--- config.mk ---
export PLATFORM = sky130hd
export DESIGN_NAME = hsl_mac
export DESIGN_NICKNAME = d
export VERILOG_FILES = /design/src/rtl/hsl_pkg.sv /design/src/rtl/hsl_mac.sv
export SDC_FILE = /design/constraint.sdc
export NUM_CORES = 1
export LEC_CHECK = 0
export BUFFER_PORTS_ARGS = -buffer_cell sky130_fd_sc_hd__buf_4
export CORE_MARGIN = 8
export CORE_UTILIZATION = 30
export DETAILED_ROUTE_END_ITERATION = 16
export MAX_ROUTING_LAYER = met4
export PLACE_DENSITY = 0.46
export RECOVER_POWER = 50
export SLEW_MARGIN = 20
export SYNTH_ARGS = -nofsm -noshare
export SYNTH_HDL_FRONTEND = slang
export SYNTH_SLANG_ARGS = --single-unit
--- constraint.sdc ---
create_clock -name i_clk -period 18.54 [get_ports i_clk]
set_input_delay 0.927 -clock i_clk [delete_from_list [all_inputs] [get_ports i_clk]]
set_output_delay 0.927 -clock i_clk [all_outputs]
set_load 0.05 [all_outputs]
--- src/rtl/hsl_pkg.sv ---
// Types, constants and fixed-point helpers of the Heisenberg lattice update block.
`default_nettype none

package hsl_pkg;

    localparam int MAX_SIDE   = 64;
    localparam int SIDE_BITS  = $clog2(MAX_SIDE);
    localparam int ADDR_BITS  = 2 * SIDE_BITS;
    localparam int DEPTH      = MAX_SIDE * MAX_SIDE;
    localparam int CFG_W      = 7;
    localparam int MOD_W      = SIDE_BITS + CFG_W;
    localparam int FRAC_BITS  = 14;
    localparam int COMP_W     = 16;
    localparam int S_W        = FRAC_BITS + 1;
    localparam int BIT_W      = $clog2(FRAC_BITS + 1);
    localparam int RR_W       = 2 * FRAC_BITS + 1;
    localparam int MUL_W      = COMP_W + 2;
    localparam int PROD_W     = 2 * MUL_W;
    localparam int ACC_W      = 48;
    localparam int E_W        = 29;
    localparam int M_W        = 28;
    localparam int MSUM_W     = COMP_W + ADDR_BITS + 1;
    localparam int NB_W       = COMP_W + 2;
    localparam int D_W        = COMP_W + 1;

    localparam logic signed [ACC_W-1:0] ONE_Q    = ACC_W'(1) <<< FRAC_BITS;
    localparam logic signed [ACC_W-1:0] ONE_SQ   = ACC_W'(1) <<< (2 * FRAC_BITS);
    localparam logic signed [ACC_W-1:0] HALF_Q   = ACC_W'(1) <<< (FRAC_BITS - 1);
    localparam logic signed [ACC_W-1:0] SPIN_LIM = ONE_Q;
    localparam logic signed [ACC_W-1:0] E_MAX    = (ACC_W'(1) <<< (E_W - 1)) - ACC_W'(1);
    localparam logic signed [ACC_W-1:0] E_MIN    = -E_MAX - ACC_W'(1);
    localparam logic signed [ACC_W-1:0] M_MAX    = (ACC_W'(1) <<< (M_W - 1)) - ACC_W'(1);
    localparam logic signed [ACC_W-1:0] M_MIN    = -M_MAX - ACC_W'(1);

    typedef enum logic [1:0] {
        OP_LOAD    = 2'd0,
        OP_PROPOSE = 2'd1,
        OP_ACCEPT  = 2'd2,
        OP_REJECT  = 2'd3
    } t_op;

    typedef enum logic [1:0] {
        ST_DONE   = 2'd0,
        ST_REDRAW = 2'd1,
        ST_NOPEND = 2'd2
    } t_status;

    typedef logic [COMP_W-1:0] t_comp;
    typedef t_comp [2:0] t_spin;   // [0] x, [1] y, [2] z

    typedef struct packed {
        t_op                      op;
        logic [SIDE_BITS-1:0]     site_x;
        logic [SIDE_BITS-1:0]     site_y;
        logic signed [COMP_W-1:0] val_a;
        logic signed [COMP_W-1:0] val_b;
        logic signed [COMP_W-1:0] val_c;
    } t_in_item;

    typedef struct packed {
        logic signed [E_W-1:0] energy;
        logic signed [M_W-1:0] mag_x;
        logic signed [M_W-1:0] mag_y;
        logic signed [M_W-1:0] mag_z;
        logic [1:0]            status;
    } t_out_item;

    typedef struct packed {
        logic mul;
        logic acc;
        logic clr;
    } t_mac_ctl;

    // Round to Q.FRAC_BITS, ties away from zero.
    function automatic logic signed [ACC_W-1:0] round_q(input logic signed [ACC_W-1:0] v);
        logic [ACC_W-1:0] mag;
        logic [ACC_W-1:0] r;
        mag = v[ACC_W-1] ? ACC_W'(-v) : ACC_W'(v);
        r = (mag + ACC_W'(HALF_Q)) >> FRAC_BITS;
        round_q = v[ACC_W-1] ? -$signed(r) : $signed(r);
    endfunction

    function automatic logic signed [COMP_W-1:0] clamp_spin(input logic signed [ACC_W-1:0] v);
        logic signed [ACC_W-1:0] c;
        c = (v > SPIN_LIM) ? SPIN_LIM : ((v < -SPIN_LIM) ? -SPIN_LIM : v);
        clamp_spin = COMP_W'(c);
    endfunction

    function automatic logic signed [E_W-1:0] sat_e(input logic signed [ACC_W-1:0] v);
        logic signed [ACC_W-1:0] c;
        c = (v > E_MAX) ? E_MAX : ((v < E_MIN) ? E_MIN : v);
        sat_e = E_W'(c);
    endfunction

    function automatic logic signed [M_W-1:0] sat_m(input logic signed [ACC_W-1:0] v);
        logic signed [ACC_W-1:0] c;
        c = (v > M_MAX) ? M_MAX : ((v < M_MIN) ? M_MIN : v);
        sat_m = M_W'(c);
    endfunction

endpackage

`default_nettype wire

--- src/rtl/hsl_mac.sv ---
// Shared multiplier with a registered product and a trailing accumulator.
`default_nettype none

module hsl_mac import hsl_pkg::*; (
    input  wire logic                     i_clk,
    input  wire logic                     i_rst_n,
    input  wire t_mac_ctl                 i_ctl,
    input  wire logic signed [MUL_W-1:0]  i_a,
    input  wire logic signed [MUL_W-1:0]  i_b,
    output logic signed [PROD_W-1:0]      o_prod,
    output logic signed [ACC_W-1:0]       o_acc
);

    logic signed [PROD_W-1:0] r_prod;
    logic signed [ACC_W-1:0]  r_acc;
    logic                     r_acc_en;
    logic                     r_clr;

    always_ff @(posedge i_clk) begin
        if (!i_rst_n) begin
            r_acc_en <= 1'b0;
            r_clr    <= 1'b0;
        end else begin
            r_acc_en <= i_ctl.acc;
            r_clr    <= i_ctl.clr;
        end
        if (i_ctl.mul) begin
            r_prod <= i_a * i_b;
        end
        // add the product in the cycle after it is formed
        if (r_acc_en) begin
            r_acc <= (r_clr ? '0 : r_acc) + ACC_W'(r_prod);
        end
    end

    assign o_prod = r_prod;
    assign o_acc  = r_acc;

endmodule

`default_nettype wire

After elaboration in Yosys (flattened, before gate mapping)

Cells that the tools add are included.

Add/subtract/negate cells: 1
Multiply operators: 1
Div/mod/pow operators: 0
Order comparisons: 0
Equal/unequal tests: 0
Shift-type cells: 0
Multiplexer cells: 1
Bitwise gates (word level): 0
Reductions and logical operators: 0

Operator list:

| operator                                       | count |
|---|---|
| 48-bit adder                                   | 1 |
| 48-bit 2-to-1 mux                              | 1 |
| 18-bit by 18-bit multiplier with 36-bit output | 1 |

Register bits: 86
Latch bits: 0
Memory bits (writable): 0
Bits in read-only memories: 0
Input bits: 41
Output and inout bits: 84
Logic and storage cells: 7
Memories kept: 0

Depth between registers and ports, before layout

Depth after elaboration: 2
Depth in mapped cells: 25
Gate-level depth less buffers: 24

Least setup slack after synthesis

No wires, ideal clock.

Path kind: input -> register
Start point: input port i_b[9]
End point: register r_prod[34], in the netlist o_prod[34] (data pin)
Arrival: 6.541 ns
Data required time: 18.282 ns
Slack: 11.741 ns
Stages on the path: 24
Path through: clkbuf_1 -> clkbuf_1 -> nand2_1 -> fa_1 -> inv_1 -> fa_1 -> inv_1 -> fa_1 -> inv_1 -> fa_1 -> fa_1 -> inv_1 -> fa_1 -> inv_1 -> ha_1 -> nand2_1 -> nor2_1 -> a211oi_1 -> or3b_2 -> a311oi_1 -> o22ai_1 -> o2111ai_1 -> a21oi_1 -> xnor2_1

Cells in the longest elaborated chain, start to end: 1

Ends and longest elaborated chain:

| element                                        | line          | RTL |
|---|---|---|
| start: declaration                             | hsl_mac.sv:9  | `input wire logic signed [MUL_W-1:0] i_b,` |
| 18-bit by 18-bit multiplier with 36-bit output | hsl_mac.sv:28 | `r_prod <= i_a * i_b;` |
| end signal: assignment                         | hsl_mac.sv:28 |  |
| end: declaration                               | hsl_mac.sv:14 | `logic signed [PROD_W-1:0] r_prod;` |

No other way between the ends.
A chain may end at the register's enable or synchronous reset.

Worst setup path after layout

Start point: input port i_a[0]
End point: register r_prod[34], in the netlist o_prod[34] (data pin)

Cells in the longest elaborated chain, start to end: 1

Ends and longest elaborated chain:

| element                                        | line          | RTL |
|---|---|---|
| start: declaration                             | hsl_mac.sv:8  | `input wire logic signed [MUL_W-1:0] i_a,` |
| 18-bit by 18-bit multiplier with 36-bit output | hsl_mac.sv:28 |  |

No other way between the ends.

==> metrics.cfg <==
[floorplanning]
chipWidth_um = 257
initial_utilization_pct = 30.3
core_um2 = 57600
fp-row-count = 88
area_enclosed_by_the_die_boundary_um2 = 66200
die_h_um = 257
floorplan.io_pins = 125

[clock_network]
cts_setup_buffers = 0
cts-buffers-inserted = 9
cts.sinks = 86
tritoncts = built
cts_htree_levels = 3
worst_setup_hold_path_clk_slew_ps = 60
cts.repair.resized = 0
ctsLongestPathBuffers = 2
insertion_delay_ps = 360
cts.root.buffer_cell = sky130_fd_sc_hd__clkbuf_16
cts-hold-fix-buffers = 0

[run]
maxCapViolations = 3

[synth]
synth_enable_flop_cells = 84
synth.yosys.warnings = 0
postSynthAreaPerCell_um2 = 9.56
fraction_of_the_yosys_area_taken_by_sequential_cells_pct = 14.7
yosys-top-cells-count = sky130_fd_sc_hd__inv_1 (386), sky130_fd_sc_hd__fa_1 (330), sky130_fd_sc_hd__nand2_1 (181)
synthTopCellsByArea = sky130_fd_sc_hd__fa_1 (38%), sky130_fd_sc_hd__edfxtp_1 (14%), sky130_fd_sc_hd__ha_1 (10%)
synth_cells = 1828
ys.flop_type = sky130_fd_sc_hd__edfxtp_1
syn_area_um2 = 17500
asr_flop_ratio_synth_pct = 0
yosys_register_bits = 86
synth_nets = 2339
yosys.area.top_type = sky130_fd_sc_hd__fa_1
synth.distinct_cells = 61
yosys.cell_count.top_type = sky130_fd_sc_hd__inv_1
portion_of_synthesized_cell_area_occupied_by_the_leading_cell_type_pct = 37.8

[detailed_routing]
vias = 12200
routed_wire_length_per_instance_um = 17.1
number_of_remaining_drc_errors = 0
route.antenna.remaining_nets = 0
drtIter0Drc = 555
finalWirelength_um = 45900
average_via_count_per_standard_cell = 4.55
dr.pass1.iters = 5

[sta]
worst-slew-pin-transition_ps = 2980
relSlewSlack_pct = -98.4
timing.final.max_slew_violations = 135
fin_crit_ps = 7080
tcrit_tclk_final_pct = 38.2
grt_setup_unrepaired = no
holdWs_ps = 581
fmax_mhz = 141
timing_hold_violations_final = 0
fin_tns_setup_ps = 0
number_of_setup_violations_in_the_final_report = 0
skew_ps = 10.1

[grt]
grt_pass1_wl_um = 74700
antenna_found_initial = 0
largest_net_degree_at_the_start_of_global_routing = 49
via_count_of_the_first_global_routing_pass = 13400
grt.total_usage_pct = 14.4
overflow = 0

[status]
outcome = complete, but fails checks
violations = capacitance limit, slew limit

[worst_setup_path]
critical_path_maximum_fanout = 18
reg2reg_setup_slack_ps = 13180
worst_r2r_endpoint = o_acc[47]
timing.reg2reg.worst_path_depth = 13
startpoint_type = input pin
crit_path_category = input pin to flip-flop
timing.critical_path.required_ps = 18650
worst_r2r_startpoint = r_clr
critPathArrivalTime_ps = 7190
endpoint_kind = flip-flop

[worst_hold_path]
hold_depth = 1
hold-path-endpoint = o_acc[0]
hold_path_class = flip-flop to flip-flop
min-delay-start = o_prod[0]

[cells_and_area]
stdcell_count = 2675
antenna_cells = 0
layout.nets = 2416
share_of_final_layout_standard_cells_stronger_than_drive_strength_1_pct = 6.18
area_added_between_synthesis_and_finish_pct = 10.5

[placed_design]
dpl.cell_count = 2659
post-dp-hpwl_um = 39400
globalplace.congestion = 0.851
numPortBuffers = 124

## registers in the layout, indices dropped and copies added (netlist names)
register and flops:
r_clr 1, r_acc_en 1, o_acc 48, o_prod 36
## layer usage
metal	global-route usage [%]	share of wire [%]	wire (um)
met1	20.7	51	23500
met2	22.3	44	20300
met3	0.998	3.2	1450
met4	2.75	1.3	615
met5	-	0	0
## cell families after synthesis
logic type | share of synthesized area (%)
AOI/OAI and AO/OA | 8.27
xor gates and xnor gates | 3.86
adders and majority gates | 47.9
buffers and inverters | 9.59
DFF | 14.7
muxes | 0.0573
and+or+nand+nor | 15.7
## layout by cell type, fill, tap and decap left out, types with 4 or more instances in the layout
| cell type | instances |
|---|---|
| sky130_fd_sc_hd__clkbuf_1 | 41 |
| sky130_fd_sc_hd__fa_1 | 330 |
| sky130_fd_sc_hd__edfxtp_1 | 84 |
| sky130_fd_sc_hd__o211ai_1 | 6 |
| sky130_fd_sc_hd__o2111ai_1 | 4 |
| sky130_fd_sc_hd__and2_1 | 165 |
| sky130_fd_sc_hd__a31oi_1 | 5 |
| sky130_fd_sc_hd__nand2_1 | 181 |
| sky130_fd_sc_hd__a21boi_0 | 5 |
| sky130_fd_sc_hd__o21bai_1 | 11 |
| sky130_fd_sc_hd__o21ai_0 | 33 |
| sky130_fd_sc_hd__nor2_1 | 45 |
| sky130_fd_sc_hd__xnor2_1 | 57 |
| sky130_fd_sc_hd__nand4_1 | 11 |
| sky130_fd_sc_hd__clkbuf_16 | 9 |
| sky130_fd_sc_hd__nor2b_1 | 52 |
| sky130_fd_sc_hd__o31ai_1 | 4 |
| sky130_fd_sc_hd__a21o_1 | 38 |
| sky130_fd_sc_hd__nand3_1 | 19 |
| sky130_fd_sc_hd__nand2b_1 | 16 |
| sky130_fd_sc_hd__a21oi_1 | 68 |
| sky130_fd_sc_hd__buf_4 | 85 |
| sky130_fd_sc_hd__xor2_1 | 20 |
| sky130_fd_sc_hd__nor3_1 | 15 |
| sky130_fd_sc_hd__a211oi_1 | 8 |
| sky130_fd_sc_hd__inv_1 | 386 |
| sky130_fd_sc_hd__o21a_1 | 6 |
| sky130_fd_sc_hd__and3_1 | 5 |
| sky130_fd_sc_hd__ha_1 | 140 |
## area by class of cell
class / count / area (um^2)
Sequential cell: 86 / 2560
Fill cell: 5958 / 38300
Clock inverter: 7 / 87.6
Timing Repair Buffer: 126 / 792
Tap cell: 765 / 957
Clock buffer: 9 / 225
Multi-Input combinational cell: 1296 / 13200
Inverter: 386 / 1450
## through the flow
| step | instance area (um^2) | setup slack (ps) | utilization (%) |
|---|---|---|---|
| after floorplan | 17500 | 11740 | - |
| after global placement | 19100 | 11360 | 33.2 |
| after detailed placement | 19100 | 11260 | 33.2 |
| after CTS | 19500 | 11640 | 33.8 |
| after global routing | 19300 | 11200 | 33.5 |
| final | 19300 | 11460 | 33.5 |
## critical path, cell delays in order
cell,delay (ps)
sky130_fd_sc_hd__clkbuf_1,750
sky130_fd_sc_hd__nand2b_1,330
sky130_fd_sc_hd__fa_1,480
sky130_fd_sc_hd__fa_1,490
sky130_fd_sc_hd__inv_1,50
sky130_fd_sc_hd__fa_1,440
sky130_fd_sc_hd__fa_1,400
sky130_fd_sc_hd__fa_1,510
sky130_fd_sc_hd__inv_1,50
sky130_fd_sc_hd__fa_1,470
sky130_fd_sc_hd__inv_1,40
sky130_fd_sc_hd__ha_1,380
sky130_fd_sc_hd__nand4_1,230
sky130_fd_sc_hd__nor2_1,240
sky130_fd_sc_hd__o21ai_0,250
sky130_fd_sc_hd__a311oi_1,430
sky130_fd_sc_hd__o22ai_1,210
sky130_fd_sc_hd__o2111ai_1,230
sky130_fd_sc_hd__a21oi_1,110
sky130_fd_sc_hd__xnor2_1,140
## worst max path at each step
stage / start / end / slack (ps) / depth (start not counted)
after CTS: i_b[4] / o_prod[34] / 11640 / 22
after floorplan: i_b[9] / o_prod[34] / 11740 / 24
final: i_a[0] / o_prod[34] / 11460 / 20
after detailed placement: i_b[4] / o_prod[34] / 11260 / 22
after global placement: i_b[4] / o_prod[34] / 11360 / 22
after global routing: i_a[0] / o_prod[34] / 11200 / 20
Power is left out: the tool's default activity adds up to more than one toggle a clock period on the data nets, which glitch-free logic cannot reach.
